==> config.mk <==
export PLATFORM = sky130hd
export DESIGN_NAME = priority_ready_queue
export DESIGN_NICKNAME = d
export VERILOG_FILES = /design/src/sv/prq_pkg.sv /design/src/sv/priority_ready_queue.sv /design/src/sv/prq_cell.sv
export SDC_FILE = /design/constraint.sdc
export NUM_CORES = 1
export LEC_CHECK = 0
export BUFFER_PORTS_ARGS = -buffer_cell sky130_fd_sc_hd__buf_4
export CORE_ASPECT_RATIO = 0.6
export CORE_UTILIZATION = 28
export CTS_CLUSTER_DIAMETER = 40
export CTS_CLUSTER_SIZE = 20
export DETAILED_ROUTE_END_ITERATION = 16
export GPL_ROUTABILITY_DRIVEN = 0
export HOLD_SLACK_MARGIN = 0.06
export SYNTH_ARGS = -nofsm -noshare
export SYNTH_HDL_FRONTEND = slang
export SYNTH_SLANG_ARGS = --single-unit
==> constraint.sdc <==
create_clock -name clock -period 7.7 [get_ports clock]
set_clock_uncertainty 0.05 [all_clocks]
set_input_delay 0.77 -clock clock [delete_from_list [all_inputs] [get_ports clock]]
set_output_delay 0.77 -clock clock [all_outputs]
set_load 0.03 [all_outputs]
==> src/sv/prq_pkg.sv <==
// shared types and codes of the priority ready queue
`default_nettype none
package prq_pkg;

   // operation codes of a request
   localparam logic OP_INSERT = 1'b0;
   localparam logic OP_REMOVE = 1'b1;

   // result status codes
   localparam logic [1:0] ST_DONE  = 2'd0;
   localparam logic [1:0] ST_FULL  = 2'd1;
   localparam logic [1:0] ST_EMPTY = 2'd2;

   // fixed field widths
   localparam int ID_BITS       = 4;
   localparam int PRIO_PORT_BITS = 8;

   // per-cycle command broadcast to every cell
   typedef struct packed {
      logic ins;
      logic rem;
   } prq_ctrl_type;

endpackage
`default_nettype wire

==> src/sv/priority_ready_queue.sv <==
// top level of the priority ready queue: row of slot cells and result register
`default_nettype none
// Stable sorted ready queue of process identifiers.
// A request (start high while busy is low) carries an operation, an
// identifier and a priority. Insert places the identifier after every
// queued entry of equal or higher priority; remove returns the head,
// the oldest entry of the highest priority.
// Slots form a row of cells, head in cell 0. Every cell compares its
// priority with the incoming one in parallel and loads from itself,
// its left neighbor, its right neighbor or the request, so a whole
// insert or remove completes in the cycle it is accepted.
// busy is always low: one request is taken every cycle.
// The result is registered and appears in the cycle after acceptance,
// marked by rsp_valid for exactly one cycle; the receiver cannot stall it.
// An insert into a full queue returns status full, a remove from an
// empty queue returns status empty; neither changes the queue.
// Synchronous reset empties the queue (the count goes to zero; slot
// contents are not cleared and are never read before being written).
module priority_ready_queue
   import prq_pkg::*;
#(
   parameter int QUEUE_DEPTH = 16,
   parameter int PRIO_BITS   = 8,
   localparam int CNT_BITS   = $clog2(QUEUE_DEPTH + 1)
) (
   input  wire logic                      clock,
   input  wire logic                      reset,
   input  wire logic                      start,
   output logic                           busy,
   input  wire logic                      req_operation,
   input  wire logic [ID_BITS-1:0]        req_proc_id,
   input  wire logic [PRIO_PORT_BITS-1:0] req_prio,
   output logic                           rsp_valid,
   output logic [ID_BITS-1:0]             rsp_head_id,
   output logic [PRIO_PORT_BITS-1:0]      rsp_head_prio,
   output logic [1:0]                     rsp_status,
   output logic [CNT_BITS-1:0]            rsp_occupancy
);

   localparam int WIDE_BITS = 2 * PRIO_PORT_BITS;

   logic                      accept;
   logic                      full, empty;
   logic [PRIO_BITS-1:0]      new_prio;
   logic [WIDE_BITS-1:0]      req_prio_wide;
   logic [WIDE_BITS-1:0]      head_prio_wide;
   prq_ctrl_type              ctrl;

   logic [CNT_BITS-1:0]       count_ff, count_in;
   logic                      valid_ff;
   logic [ID_BITS-1:0]        head_id_ff, head_id_in;
   logic [PRIO_PORT_BITS-1:0] head_prio_ff, head_prio_in;
   logic [1:0]                status_ff, status_in;

   logic [QUEUE_DEPTH-1:0]    keep;
   logic [ID_BITS-1:0]        cell_id   [QUEUE_DEPTH];
   logic [PRIO_BITS-1:0]      cell_prio [QUEUE_DEPTH];

   assign busy   = 1'b0;
   assign accept = start && !busy;
   assign full   = (count_ff == CNT_BITS'(QUEUE_DEPTH));
   assign empty  = (count_ff == '0);

   // priority narrowed or widened to the stored width
   assign req_prio_wide  = {{PRIO_PORT_BITS{1'b0}}, req_prio};
   assign new_prio       = req_prio_wide[PRIO_BITS-1:0];
   assign head_prio_wide = WIDE_BITS'(cell_prio[0]);

   // command broadcast to the cells
   always_comb begin
      ctrl.ins = accept && (req_operation == OP_INSERT) && !full;
      ctrl.rem = accept && (req_operation == OP_REMOVE) && !empty;
   end

   // row of slot cells
   for (genvar g = 0; g < QUEUE_DEPTH; g++) begin : g_cell
      logic                 occ;
      logic                 lkeep;
      logic [ID_BITS-1:0]   lid, rid;
      logic [PRIO_BITS-1:0] lprio, rprio;

      assign occ = (CNT_BITS'(g) < count_ff);

      if (g == 0) begin : g_first
         assign lkeep = 1'b1;
         assign lid   = '0;
         assign lprio = '0;
      end else begin : g_mid
         assign lkeep = keep[g-1];
         assign lid   = cell_id[g-1];
         assign lprio = cell_prio[g-1];
      end

      if (g == QUEUE_DEPTH - 1) begin : g_last
         assign rid   = '0;
         assign rprio = '0;
      end else begin : g_inner
         assign rid   = cell_id[g+1];
         assign rprio = cell_prio[g+1];
      end

      prq_cell #(
         .PRIO_BITS(PRIO_BITS)
      ) u_cell (
         .clock     (clock),
         .ctrl      (ctrl),
         .occ       (occ),
         .left_keep (lkeep),
         .left_id   (lid),
         .left_prio (lprio),
         .right_id  (rid),
         .right_prio(rprio),
         .new_id    (req_proc_id),
         .new_prio  (new_prio),
         .keep      (keep[g]),
         .id        (cell_id[g]),
         .prio      (cell_prio[g])
      );
   end

   // count and result values
   always_comb begin
      count_in     = count_ff;
      head_id_in   = '0;
      head_prio_in = '0;
      status_in    = ST_DONE;
      if (ctrl.ins) begin
         count_in = count_ff + CNT_BITS'(1);
      end else if (ctrl.rem) begin
         count_in     = count_ff - CNT_BITS'(1);
         head_id_in   = cell_id[0];
         head_prio_in = head_prio_wide[PRIO_PORT_BITS-1:0];
      end else if (accept && (req_operation == OP_INSERT)) begin
         status_in = ST_FULL;
      end else if (accept) begin
         status_in = ST_EMPTY;
      end
   end

   // control state
   always_ff @(posedge clock) begin
      if (reset) begin
         count_ff <= '0;
         valid_ff <= 1'b0;
      end else begin
         count_ff <= count_in;
         valid_ff <= accept;
      end
   end

   // result payload
   always_ff @(posedge clock) begin
      head_id_ff   <= head_id_in;
      head_prio_ff <= head_prio_in;
      status_ff    <= status_in;
   end

   assign rsp_valid     = valid_ff;
   assign rsp_head_id   = head_id_ff;
   assign rsp_head_prio = head_prio_ff;
   assign rsp_status    = status_ff;
   assign rsp_occupancy = count_ff;

endmodule
`default_nettype wire

==> src/sv/prq_cell.sv <==
// one slot of the sorted queue: holds an entry, shifts with its neighbors
`default_nettype none
module prq_cell
   import prq_pkg::*;
#(
   parameter int PRIO_BITS = 8
) (
   input  wire logic                 clock,
   input  wire prq_ctrl_type         ctrl,
   input  wire logic                 occ,
   input  wire logic                 left_keep,
   input  wire logic [ID_BITS-1:0]   left_id,
   input  wire logic [PRIO_BITS-1:0] left_prio,
   input  wire logic [ID_BITS-1:0]   right_id,
   input  wire logic [PRIO_BITS-1:0] right_prio,
   input  wire logic [ID_BITS-1:0]   new_id,
   input  wire logic [PRIO_BITS-1:0] new_prio,
   output logic                      keep,
   output logic [ID_BITS-1:0]        id,
   output logic [PRIO_BITS-1:0]      prio
);

   logic [ID_BITS-1:0]   id_ff, id_in;
   logic [PRIO_BITS-1:0] prio_ff, prio_in;

   // entry stays put when it ranks equal or above the incoming one
   assign keep = occ && (prio_ff >= new_prio);

   // next slot contents
   always_comb begin
      id_in   = id_ff;
      prio_in = prio_ff;
      if (ctrl.rem) begin
         id_in   = right_id;
         prio_in = right_prio;
      end else if (ctrl.ins && !keep) begin
         if (left_keep) begin
            id_in   = new_id;
            prio_in = new_prio;
         end else begin
            id_in   = left_id;
            prio_in = left_prio;
         end
      end
   end

   always_ff @(posedge clock) begin
      id_ff   <= id_in;
      prio_ff <= prio_in;
   end

   assign id   = id_ff;
   assign prio = prio_ff;

endmodule
`default_nettype wire

Word level (Yosys, flattened, before mapping) --
Index checks and enable logic that the tools add are counted.
Cells by class: equal/unequal tests 1, mux-type cells 94, add/sub/neg operators 2, magnitude comparators 32, bitwise logic cells 2, reductions and logical operators 74
Operators by type and width (count):
- 8-bit 2-to-1 mux | 45
- 4-bit 2-to-1 mux | 45
- 8-bit greater-or-equal comparator | 16
- 4-bit by 5-bit < comparator with 1-bit output (first input constant) | 8
- 1-bit logical AND | 36
- 2-bit nonzero test | 16
- 3-bit by 5-bit < comparator with 1-bit output (first input constant) | 4
- 1-bit logical NOT | 18
- 1-bit by 5-bit < comparator with 1-bit output (first input constant) | 2
- 2-bit by 5-bit < comparator with 1-bit output (first input constant) | 2
- 5-bit 2-to-1 mux | 2
- 5-bit by 1-bit adder with 5-bit output (second input constant) | 1
- 5-bit == test (second input constant) | 1
- 5-bit logical NOT | 1
- 5-bit by 1-bit subtractor with 5-bit output (second input constant) | 1
- 2-bit OR reduction | 2
- 3-bit OR reduction | 1
- 2-bit 2-to-1 mux | 1
- 1-bit NOT | 2
- 1-bit 2-to-1 mux | 1
Word-level totals: logic and storage cells 243, bits of input ports 16, flip-flop bits (word level) 212

Depth between registers and ports, before layout --
Gate-level depths: netlist of run 1.
depth after elaboration 6, gate-level depth with buffers 11, mapped depth without buffers 8

Hierarchy --
Synthesis of run 1 repeated with hierarchy kept, for this count alone.
Unflattened totals: cells, all modules 1397, area total of the unflattened synthesis 14378.8 µm²
Modules (own cells, without submodules):
- prq_cell | times used 16, cells each 81, sequential area each 360.3 µm², area each 842.1 µm²
- priority_ready_queue | times used 1, cells each 101, sequential area each 400.4 µm², area each 905.9 µm²

Worst setup path before layout of run 1 --
No wires, ideal clock.
path type input port to flip-flop, from input port req_prio[5], to register g_cell[2].u_cell.id_ff[0] (enable), data required time 7.252 ns, cell stages on the path 8, arrival time 3.287 ns, setup slack 3.966 ns, library setup time 0.398 ns, cell sequence buf_2 > inv_1 > ha_1 > a21o_1 > a211oi_1 > a221oi_2 > buf_4 > o21ai_0
On the way: word-level cells in the longest chain between the ends 5
RTL lines:
- start: declaration | RTL line priority_ready_queue.sv:32 | input wire logic [PRIO_PORT_BITS-1:0] req_prio,
- 8-bit greater-or-equal comparator | RTL line prq_cell.sv:27 | assign keep = occ && (prio_ff >= new_prio);
- 1-bit logical AND | RTL line prq_cell.sv:27
- 1-bit logical NOT | RTL line prq_cell.sv:36 | end else if (ctrl.ins && !keep) begin
- 1-bit logical AND | RTL line prq_cell.sv:36
- 2-bit nonzero test (no line)
- end signal: assignment | RTL line prq_cell.sv:48 | id_ff <= id_in;
- end: declaration | RTL line prq_cell.sv:23 | logic [ID_BITS-1:0] id_ff, id_in;
No other way between the ends. A chain may end at the register's enable or synchronous reset.

Worst setup path after layout of run 1 --
from input port req_prio[1], to register g_cell[7].u_cell.prio_ff[0] (enable)
On the way: word-level cells in the longest chain between the ends 5
RTL lines:
- 8-bit greater-or-equal comparator | RTL line prq_cell.sv:27
- 1-bit logical AND | RTL line prq_cell.sv:27
- 1-bit logical NOT | RTL line prq_cell.sv:36
- 1-bit logical AND | RTL line prq_cell.sv:36
- 2-bit nonzero test (no line)
- end signal: assignment | RTL line prq_cell.sv:49 | prio_ff <= prio_in;
- end: declaration | RTL line prq_cell.sv:24 | logic [PRIO_BITS-1:0] prio_ff, prio_in;
No other way between the ends.

==> summary.md, run 1 <==
| Metric | Value |
|---|---|
| Largest net degree at the start of global routing | `roughly 220` |
| Setup Buffers After CTS | `0` |
| WHS | `a little under 0.4 ns` |
| Async set-or-reset flop fraction in the synthesized netlist | `0%` |
| Net Count, Synth | `1444` |
| Sequential element share of the synthesized area | `45.2%` |
| Drt drc | `0` |
| Clock buffer depth | `3` |
| CP Data Arrival Time | `~4.1 ns` |
| MaxCap Viol Count | `0` |
| YS warnings | `0` |
| CTS Sinks | `between 200 and 250` |
| Fillers | `roughly 4800` |
| DR pass1 iterations | `6` |
| CTS Buf Count | `27` |
| Post-Syn Instances | `between 1000 and 1500` |
| Dpl hpwl | `between 30000 and 40000 um` |
| CTS tree | `done` |
| Status | `finished, final reports clean` |
| Critical Path End Type | `flop` |
| Final-report hold violation count | `0` |
| Fmax | `about 250 MHz` |
| Share of layout cells above drive strength 1 | `8.31%` |
| Leakage | `~0.0059 uW` |
| Initial antenna violation count | `1` |
| Cts repair resizes | `0` |
| Pwr/cell area | `343 nW/um^2` |
| Synth top area cells | `edfxtp_1 40%, ha_1 12%, mux2i_1 11%` |
| Post-layout nets | `between 1000 and 1500` |
| Number of DRC markers in iteration 0 | `1306` |
| GRT Overall Usage | `between 10% and 20%` |
| Leading area contributor after synthesis | `edfxtp_1` |
| Dominant synthesized flop cell | `edfxtp_1` |
| Detailed Route WL | `44000 um` |
| Io pins | `37` |
| Yosys top cell area share | `between 40 and 50%` |
| Vias in the first global route | `roughly 10000` |
| Core area | `between 40000 and 50000 um^2` |
| Maximum fanout along the worst path | `17` |
| Setup Viol. Count Final | `0` |
| Syn avg cell area | `between 10 and 15 um^2` |
| Total area of sequential cells | `6050 um^2` |
| Routed WL per cell | `22.8 um` |
| GRT Residual Overflow | `0` |
| Synth Register Bits | `about 210` |
| # hold bufs at CTS | `0` |
| Die Width | `284 um` |
| Clock tree root buffer cell | `clkbuf_16` |
| Initial core utilization | `28.7%` |
| Full die area | `slightly below 50000 um^2` |
| Worst EP required | `slightly below 8 ns` |
| Die Y | `between 150 and 200 um` |
| Hold crit path type | `in -> reg` |
| Worst-Margin Slew | `1.18 ns` |
| Slew HR | `a little over a fifth` |
| Port bufs | `35` |
| Post-synth EDFFs | `180` |
| Clock latency at the later pin of the worst-skew pair | `about 0.56 ns` |
| # rows | `a little over 60` |
| Vias per inst | `between 5 and 6` |
| Unique masters post-synth | `58` |
| Slew Viols, Final | `0` |
| Area Growth Syn to Fin | `11.5%` |
| Period minus WS final | `4.01 ns` |
| Worst-path clk slew | `0.06 ns` |
| Tcrit/Tclk final | `a little over half` |
| Worst setup SP type | `input port` |
| Worst setup margin | `approximately 3.7 ns` |
| Antenna-violating nets left | `0` |
| Area of the multi-input gates | `roughly 6700 um^2` |
| Setup_tns | `0 ns` |
| First-pass GRT wire length | `between 60000 and 70000 um` |
| Crit path kind | `in -> reg` |
| Peak supply drop | `approximately 0.15 mV` |
| Synthesized area | `13400 um^2` |
| Final core occ | `31.9%` |
| H-tree depth | `1` |
| Via Count | `approximately 10000` |
| DP Worst Slack | `~3.3 ns` |
| RSZ-0062 raised after global routing | `false` |
Yosys cell counts (22+ instances only):
cell type	count
o21ai_0	40
buf_2	51
o211ai_1	32
clkbuf_1	22
ha_1	132
nand2_1	183
o21ai_1	111
a21oi_1	78
mux2i_1	141
edfxtp_1	180
nand3_1	30
nor2_1	72
inv_1	29
dfxtp_1	32
through the flow:
stage                     area, um^2  instances  power [uW]
after CTS                      14900       1929        5060
after detailed placement       14000       1880        3760
final                          14900       1930        5110
after global routing           14900       1930        5370
after global placement         14000       1880        3730
after floorplan                13400       1296        3170
per-layer routing:
layer | global-route usage (%) | vias to the layer above | wire (um)
li1 | - | 4786 | -
met1 | 27.5 | 5041 | 21300
met2 | 21.6 | 546 | 15500
met3 | 7.80 | 72 | 6310
met4 | 3.60 | 0 | 862
met5 | 0 | - | 0
critical path, cell delays in order:
cell	delay, ns
buf_4	0.21
inv_1	0.72
ha_1	0.37
a2111oi_0	0.46
o32ai_1	0.19
o22ai_2	0.77
a21o_1	0.61
registers in the layout (all words and copies together) (netlist names):
name	count
rsp_status	2
g_cell.u_cell.id	64
rsp_occupancy	5
rsp_head_prio	8
g_cell.u_cell.prio	128
rsp_head_id	4
rsp_valid	1
logic make-up after synthesis:
logic type	after synthesis	share of synthesized area, %
simple gates	347	11.3
buf+inv	118	4.62
mux	142	10.6
other cells	1	0.0280
compound gates	341	15.7
flops	212	45.2
xor+xnor	3	0.196
fa+ha+maj	132	12.3
power breakdown:
group	total, uW	internal (uW)	switching [uW]	leakage (uW)
clock	1300	732	566	0.000431
combinational	1670	611	1060	0.00351
sequential	2140	1770	372	0.00198
total	5110	3110	2000	0.00592
final cells by class:
| class | instances | area share, % |
|---|---|---|
| Clock inverter | 20 | 1.46 |
| Sequential cell | 212 | 40.5 |
| Clock buffer | 29 | 4.58 |
| Tap cell | 630 | 5.28 |
| Antenna cell | 1 | 0.0168 |
| Timing Repair Buffer | 43 | 2.25 |
| Inverter | 29 | 0.730 |
| Multi-Input combinational cell | 966 | 45.2 |
worst paths after layout:
| kind | start | end | slack, ns | cells past startpoint |
|---|---|---|---|---|
| min reg2reg | g_cell[0].u_cell.id[3] | rsp_head_id[3] | 0.43 | 1 |
| min | reset | rsp_occupancy[4] | 0.39 | 2 |
| max | req_prio[1] | g_cell[7].u_cell.prio[0] | 3.69 | 7 |
| max reg2reg | rsp_occupancy[3] | g_cell[9].u_cell.id[2] | 3.92 | 7 |
placed cells by master, fill, tap and decap left out, types with 8 or more instances in the layout:
cell type	instances
nand2_1	183
edfxtp_1	180
mux2i_1	141
ha_1	132
o21ai_1	114
a21oi_1	78
nor2_1	72
buf_4	42
o21ai_0	37
o211ai_1	32
dfxtp_1	32
nand3_1	30
inv_1	29
clkbuf_16	27
a21o_1	18
a211oi_1	11
and2_1	11
nor3_1	10
nand4_1	9
or3_1	8
inv_6	8
Power figures use the tool's default switching activity.
==> run 2, diff against run 1 <==
==> constraint.sdc (replaced) <==
create_clock -name clock -period 3.9 [get_ports clock]
set_clock_uncertainty 0.05 [all_clocks]
set_input_delay 0.39 -clock clock [delete_from_list [all_inputs] [get_ports clock]]
set_output_delay 0.39 -clock clock [all_outputs]
set_load 0.03 [all_outputs]
==> run 2 against run 1 <==
Net effect: non-clock buffer count increased by 43; register-to-register slack got worse by 3.2 ns; clock-buffer cell count rose by 2; combinational power increased by 100%; first-iteration DRC count fell by 21%; die area stayed put; utilization rose by 1.1 points; power rose by 100%; flip-flop and latch count stayed put; final area increased by 3.5%; clock power rose by 130%; largest cell class unchanged; largest power group unchanged.
==> summary.md, run 2 (synthesis gave the netlist of run 1 again) <==
| Metric | Value |
|---|---|
| Status | `finished, final reports clean (unchanged)` |
| Worst EP required | `4.04 ns (was 7.83 ns)` |
| Met1 Resource Use GR | `25.1% (was 27.5%)` |
| WHS | `0.142 ns (was 0.389 ns)` |
| Crit path kind | `in -> reg (unchanged)` |
| Internal power | `6580 uW (was 3110 uW)` |
| GR Layer Usage met2 | `20.0% (was 21.6%)` |
| Crit-path leading delay family | `compound AO/OA/AOI/OAI gates (unchanged)` |
| First-pass GRT wire length | `58900 um (was 64900 um)` |
| Largest net degree at the start of global routing | `116 (was 218)` |
| Worst-path clk slew | `0.06 ns (about the same)` |
| Hold crit path type | `in -> reg (unchanged)` |
| Final-report hold violation count | `0 (unchanged)` |
| Peak supply drop | `0.366 mV (was 0.150 mV)` |
| Tcrit/Tclk final | `81.0%` |
| Setup_tns | `0 ns (unchanged)` |
| Worst setup SP type | `input port (unchanged)` |
| Total area of sequential cells | `6050 um^2 (unchanged)` |
| RSZ-0062 raised after global routing | `false (unchanged)` |
| Cts repair resizes | `0 (unchanged)` |
| Port bufs | `35 (unchanged)` |
| Dpl hpwl | `27700 um (was 31000 um)` |
| Clock tree root buffer cell | `clkbuf_16 (unchanged)` |
| Clock buffer depth | `3 (unchanged)` |
| Pwr/cell area | `674 nW/um^2 (was 343 nW/um^2)` |
| MaxCap Viol Count | `0 (unchanged)` |
| Post-route insts no fill | `1979 (was 1930)` |
| Die Y | `171 um (unchanged)` |
| GR Util met3 | `4.42% (was 7.80%)` |
| Crit-path max cell delay | `0.80 ns (was 0.77 ns)` |
| Die Width | `284 um (unchanged)` |
| Fmax | `about 320 MHz` |
| Drt drc | `0 (unchanged)` |
| Slew Viols, Final | `0 (unchanged)` |
| Slew HR | `34.3% (was 20.9%)` |
| Period minus WS final | `between 3 and 4 ns` |
| Vias per inst | `5.23 (was 5.41)` |
| CTS Sinks | `212 (unchanged)` |
| Io pins | `37 (unchanged)` |
| Critical Path End Type | `flop (unchanged)` |
| Antenna-violating nets left | `0 (unchanged)` |
| Diode count | `0 (was 1)` |
| Initial core utilization | `28.7% (unchanged)` |
| Sw frac | `36.7% (was 39.1%)` |
| Clock latency at the later pin of the worst-skew pair | `0.57 ns (was 0.56 ns)` |
| # rows | `61 (unchanged)` |
| GRT Overall Usage | `15.6% (was 17.8%)` |
| Number of DRC markers in iteration 0 | `1028 (was 1306)` |
| Core area | `46700 um^2 (unchanged)` |
| Detailed Route WL | `38600 um (was 44000 um)` |
| Worst Path Buf+Inv | `2 (unchanged)` |
| CP Cell Sequence | `buf_4, inv_1, ha_1, a2111oi_0, o32ai_1, o22ai_2, a21o_1 (unchanged)` |
| Routed WL per cell | `19.5 um (was 22.8 um)` |
| Leakage | `0.00621 uW (was 0.00592 uW)` |
| Crit path max-delay cell type | `a2111oi_0 (was o22ai_2)` |
| CTS tree | `done (unchanged)` |
| CP Data Arrival Time | `3.30 ns (was 4.14 ns)` |
| Via Count | `10300 (was 10400)` |
| Initial antenna violation count | `2 (was 1)` |
| Comb pwr share | `32.5% (was 32.7%)` |
| Worst-Margin Slew | `0.984 ns (was 1.18 ns)` |
| Fillers | `4717 (was 4777)` |
| Max FFs per register | `128 (unchanged)` |
| Setup Viol. Count Final | `0 (unchanged)` |
| H-tree depth | `1 (unchanged)` |
| DR pass1 iterations | `5 (was 6)` |
| Share of layout cells above drive strength 1 | `11.7% (was 8.31%)` |
| Full die area | `48700 um^2 (unchanged)` |
| Grt peak-use layer | `met1 (unchanged)` |
| Placed Cells incl. Taps | `1921 (was 1880)` |
| Post-layout nets | `1473 (was 1427)` |
| Flop pwr share | `38.9% (was 41.9%)` |
| Commonest non-fill, non-tap cells in the layout | `183 x nand2_1, 180 x edfxtp_1, 141 x mux2i_1 (unchanged)` |
| Commonest non-fill, non-tap cell in the layout | `nand2_1 (unchanged)` |
| Setup Buffers After CTS | `0 (unchanged)` |
| Maximum fanout along the worst path | `17 (unchanged)` |
| Clock network fraction of design power | `28.6% (was 25.4%)` |
| Area of the multi-input gates | `6740 um^2 (unchanged)` |
| GRT Residual Overflow | `0 (unchanged)` |
| Area Growth Syn to Fin | `15.4% (was 11.5%)` |
| Psw | `3820 uW (was 2000 uW)` |
| Vias in the first global route | `9836 (was 9972)` |
| CTS Buf Count | `30 (was 27)` |
run 2: cell types whose count changed in the layout (fill, tap and decap cells not counted):
cell	change
clkinv_8	-1
clkbuf_1	-2
inv_6	-4
diode_2	-1
buf_12	+1
dlygate4sd3_1	+2
clkbuf_16	+4
clkinv_2	+1
buf_4	+40
clkinvlp_4	+2
bufinv_16	+3
clkinv_4	+4
run 2: cell type report:
cell class,count,share of cell area [%]
Clock buffer,31,5.02
Clock inverter,25,2.02
Inverter,29,0.705
Multi-Input combinational cell,966,43.6
Sequential cell,212,39.2
Tap cell,630,5.10
Timing Repair Buffer,86,4.38
run 2: final timing paths:
check | slack (ns) | to | startpoint | cells after the start
max | 0.74 | g_cell[7].u_cell.prio[0] | req_prio[1] | 7
min | 0.14 | rsp_status[1] | req_operation | 3
max reg2reg | 0.76 | g_cell[7].u_cell.prio[0] | g_cell[7].u_cell.prio[0] | 7
min reg2reg | 0.43 | rsp_head_id[2] | g_cell[0].u_cell.id[2] | 1
run 2: power by group through the flow:
| stage | clock (uW) | sequential, uW | combinational, uW |
|---|---|---|---|
| 2_1_floorplan | 0 | 3880 | 2380 |
| 3_3_place_gp | 0 | 4050 | 3200 |
| 3_5_place_dp | 0 | 4060 | 3300 |
| 4_1_cts | 3010 | 4020 | 3330 |
| 5_1_grt | 3110 | 4110 | 3760 |
| 6_report | 2980 | 4040 | 3380 |
run 2: metrics by stage:
stage / power [uW] / worst slack (ns) / utilization [%] / instance area [um^2]
2_1_floorplan: 6260 / 0.546 / - / 13400
3_3_place_gp: 7260 / 0.304 / 30.7 / 14300
3_5_place_dp: 7370 / 0.237 / 30.7 / 14300
4_1_cts: 10400 / 0.789 / 33.1 / 15400
5_1_grt: 11000 / 0.522 / 33.1 / 15400
6_report: 10400 / 0.741 / 33.1 / 15400
run 2: layer usage:
| metal | share of wire, % | up-vias |
|---|---|---|
| met5 | 0.034 | - |
| met4 | 1.2 | 2 |
| met3 | 9.9 | 38 |
| met2 | 37 | 422 |
| met1 | 52 | 4989 |
| li1 | - | 4898 |
run 2: repair_timing:
action	CTS	global route
hold buffers	2	0
setup endpoints to repair	0	0
endpoints found under the hold margin	6	0
run 2: worst register-to-register path: cells and delay by family, from the launching register on:
| family | cells | cell delay (ns) |
|---|---|---|
| AO/OA/AOI/OAI | 4 | 1.83 |
| adder cells (fa/ha/maj) | 1 | 0.22 |
| buffers and inverters | 1 | 0.09 |
| flip-flops | 1 | 0.42 |
| AND/OR/NAND/NOR | 1 | 0.15 |
==> run 3, diff against run 2 <==
==> constraint.sdc (replaced) <==
create_clock -name clock -period 2.7 [get_ports clock]
set_clock_uncertainty 0.05 [all_clocks]
set_input_delay 0.27 -clock clock [delete_from_list [all_inputs] [get_ports clock]]
set_output_delay 0.27 -clock clock [all_outputs]
set_load 0.03 [all_outputs]
==> run 3 against run 2 <==
Net effect: clock power increased by 18%; via count grew 2.4%; combinational power rose by 63%; global-route usage rose by 0.53 points; flip-flop and latch count unchanged; worst hold slack lost 0.050 ns; die area is the same; setup slack worse by 0.66 ns; critical endpoint is now g_cell[10].u_cell.id[3].
==> summary.md, run 3 (synthesis gave the netlist of run 1 again) <==
| Metric | Value |
|---|---|
| DR pass1 iterations | `5 (unchanged)` |
| Hold crit path type | `in -> reg (unchanged)` |
| Share of layout cells above drive strength 1 | `15.2% (was 11.7%)` |
| First-pass GRT wire length | `61000 um (was 58900 um)` |
| Leakage | `0.00649 uW (was 0.00621 uW)` |
| Detailed Route WL | `39600 um (was 38600 um)` |
| Area Growth Syn to Fin | `19.7% (was 15.4%)` |
| MaxCap Viol Count | `0 (unchanged)` |
| Dpl hpwl | `30000 um (was 27700 um)` |
| Sw frac | `37.0% (was 36.7%)` |
| Post-layout nets | `1521 (was 1473)` |
| Worst-path clk slew | `0.07 ns (was 0.06 ns)` |
| Fmax | `approximately 380 MHz` |
| CTS Sinks | `212 (unchanged)` |
| Vias in the first global route | `9961 (was 9836)` |
| Post-route insts no fill | `2022 (was 1979)` |
| Clock tree root buffer cell | `clkbuf_16 (unchanged)` |
| Final-report hold violation count | `0 (unchanged)` |
| Io pins | `37 (unchanged)` |
| GRT Residual Overflow | `0 (unchanged)` |
| H-tree depth | `1 (unchanged)` |
| Setup_tns | `0 ns (unchanged)` |
| Antenna-violating nets left | `0 (unchanged)` |
| Die Y | `171 um (unchanged)` |
| Largest net degree at the start of global routing | `57 (was 116)` |
| CTS tree | `done (unchanged)` |
| Placed Cells incl. Taps | `1974 (was 1921)` |
| Comb pwr share | `37.2% (was 32.5%)` |
| Internal power | `9320 uW (was 6580 uW)` |
| Post-route cell area | `16000 um^2 (was 15400 um^2)` |
| Clock buffer depth | `3 (unchanged)` |
| Tcrit/Tclk final | `a little over nine tenths` |
| Flop pwr share | `39.1% (was 38.9%)` |
| Drt drc | `0 (unchanged)` |
| Clock latency at the later pin of the worst-skew pair | `0.57 ns (about the same)` |
| Port bufs | `35 (unchanged)` |
| Period minus WS final | `~2.6 ns` |
| Number of DRC markers in iteration 0 | `1031 (was 1028)` |
| Critical Path End Type | `flop (unchanged)` |
| Slew HR | `52.2% (was 34.3%)` |
| Full die area | `48700 um^2 (unchanged)` |
| Psw | `5480 uW (was 3820 uW)` |
| Max FFs per register | `128 (unchanged)` |
| Pwr/cell area | `924 nW/um^2 (was 674 nW/um^2)` |
| Via Count | `10600 (was 10300)` |
| Core area | `46700 um^2 (unchanged)` |
| Setup Viol. Count Final | `0 (unchanged)` |
| Peak supply drop | `0.378 mV (was 0.366 mV)` |
| RSZ-0062 raised after global routing | `false (unchanged)` |
| Die Width | `284 um (unchanged)` |
| # rows | `61 (unchanged)` |
| Post-DP Area | `15100 um^2 (was 14300 um^2)` |
| Routed WL per cell | `19.6 um (was 19.5 um)` |
| CP Data Arrival Time | `2.86 ns (was 3.30 ns)` |
| Fillers | `4631 (was 4717)` |
| Worst setup SP type | `flop (was input port)` |
| Initial antenna violation count | `1 (was 2)` |
| Final core occ | `34.3% (was 33.1%)` |
| Initial core utilization | `28.7% (unchanged)` |
| WHS | `0.0923 ns (was 0.142 ns)` |
| Status | `finished, final reports clean (unchanged)` |
| CTS Buf Count | `24 (was 30)` |
| Clock network fraction of design power | `23.8% (was 28.6%)` |
| Crit path kind | `reg -> reg (was in -> reg)` |
| Worst EP required | `2.94 ns (was 4.04 ns)` |
| Slew Viols, Final | `0 (unchanged)` |
| Commonest non-fill, non-tap cells in the layout | `180 x nand2_1, 180 x edfxtp_1, 141 x mux2i_1 (was 183 x nand2_1, 180 x edfxtp_1, 141 x mux2i_1)` |
| Worst-Margin Slew | `0.715 ns (was 0.984 ns)` |
| GRT Overall Usage | `16.1% (was 15.6%)` |
| Vias per inst | `5.24 (was 5.23)` |
| Maximum fanout along the worst path | `12 (was 17)` |
run 3: through the flow:
stage	setup slack [ns]	total power, uW
after floorplan	-0.0548	9080
after global placement	-0.284	11000
after detailed placement	-0.229	11200
after CTS	0.000382	14700
after global routing	0.00729	15700
final	0.0778	14800
run 3: final timing paths:
kind | to | startpoint | cells after the start | slack, ns
worst max-delay path | g_cell[10].u_cell.id[3] | g_cell[9].u_cell.prio[1] | 7 | 0.08
worst min-delay path | g_cell[15].u_cell.id[3] | req_proc_id[3] | 3 | 0.09
worst max register to register | g_cell[10].u_cell.id[3] | g_cell[9].u_cell.prio[1] | 7 | 0.08
worst min register to register | rsp_head_id[2] | g_cell[0].u_cell.id[2] | 1 | 0.43
run 3: layout make-up:
class,instances,area [um^2],share of cell area [%]
Multi-Input combinational cell,966,6810,42.5
Sequential cell,212,6050,37.7
Timing Repair Buffer,140,1420,8.87
Tap cell,630,788,4.92
Clock buffer,30,686,4.28
Clock inverter,14,158,0.984
Inverter,29,113,0.703
Antenna cell,1,2.50,0.0156
run 3: metal layers:
layer / track usage, % / vias up / share of wire, %
met2: 19.3 / 454 / 35
met5: 0 / - / 0
met1: 27.9 / 5117 / 55
met3: 3.44 / 47 / 9.3
met4: 2.34 / 0 / 1.3
li1: - / 4975 / -
run 3: critical path: stages, from the launching register on:
cell and delay [ns]:
edfxtp_1 0.43, ha_1 0.22, or4_1 0.52, o221ai_1 0.34, a2111o_1 0.30, buf_12 0.19, mux2i_1 0.19, a21oi_1 0.09
run 3: timing repair:
item                       CTS  global route
gates resized for setup      1             3
setup buffers                0             0
hold buffers                 3             0
pin swaps                    0             0
setup endpoints to repair   24            37
gates cloned                 0             0
hold endpoints to repair     7             0
run 3: power groups by stage:
stage | registers [uW] | logic (uW) | clock network (uW)
2_1_floorplan | 5600 | 3480 | 0
3_3_place_gp | 5800 | 5220 | 0
3_5_place_dp | 5820 | 5350 | 0
4_1_cts | 5760 | 5410 | 3570
5_1_grt | 5890 | 6080 | 3700
6_report | 5780 | 5500 | 3520
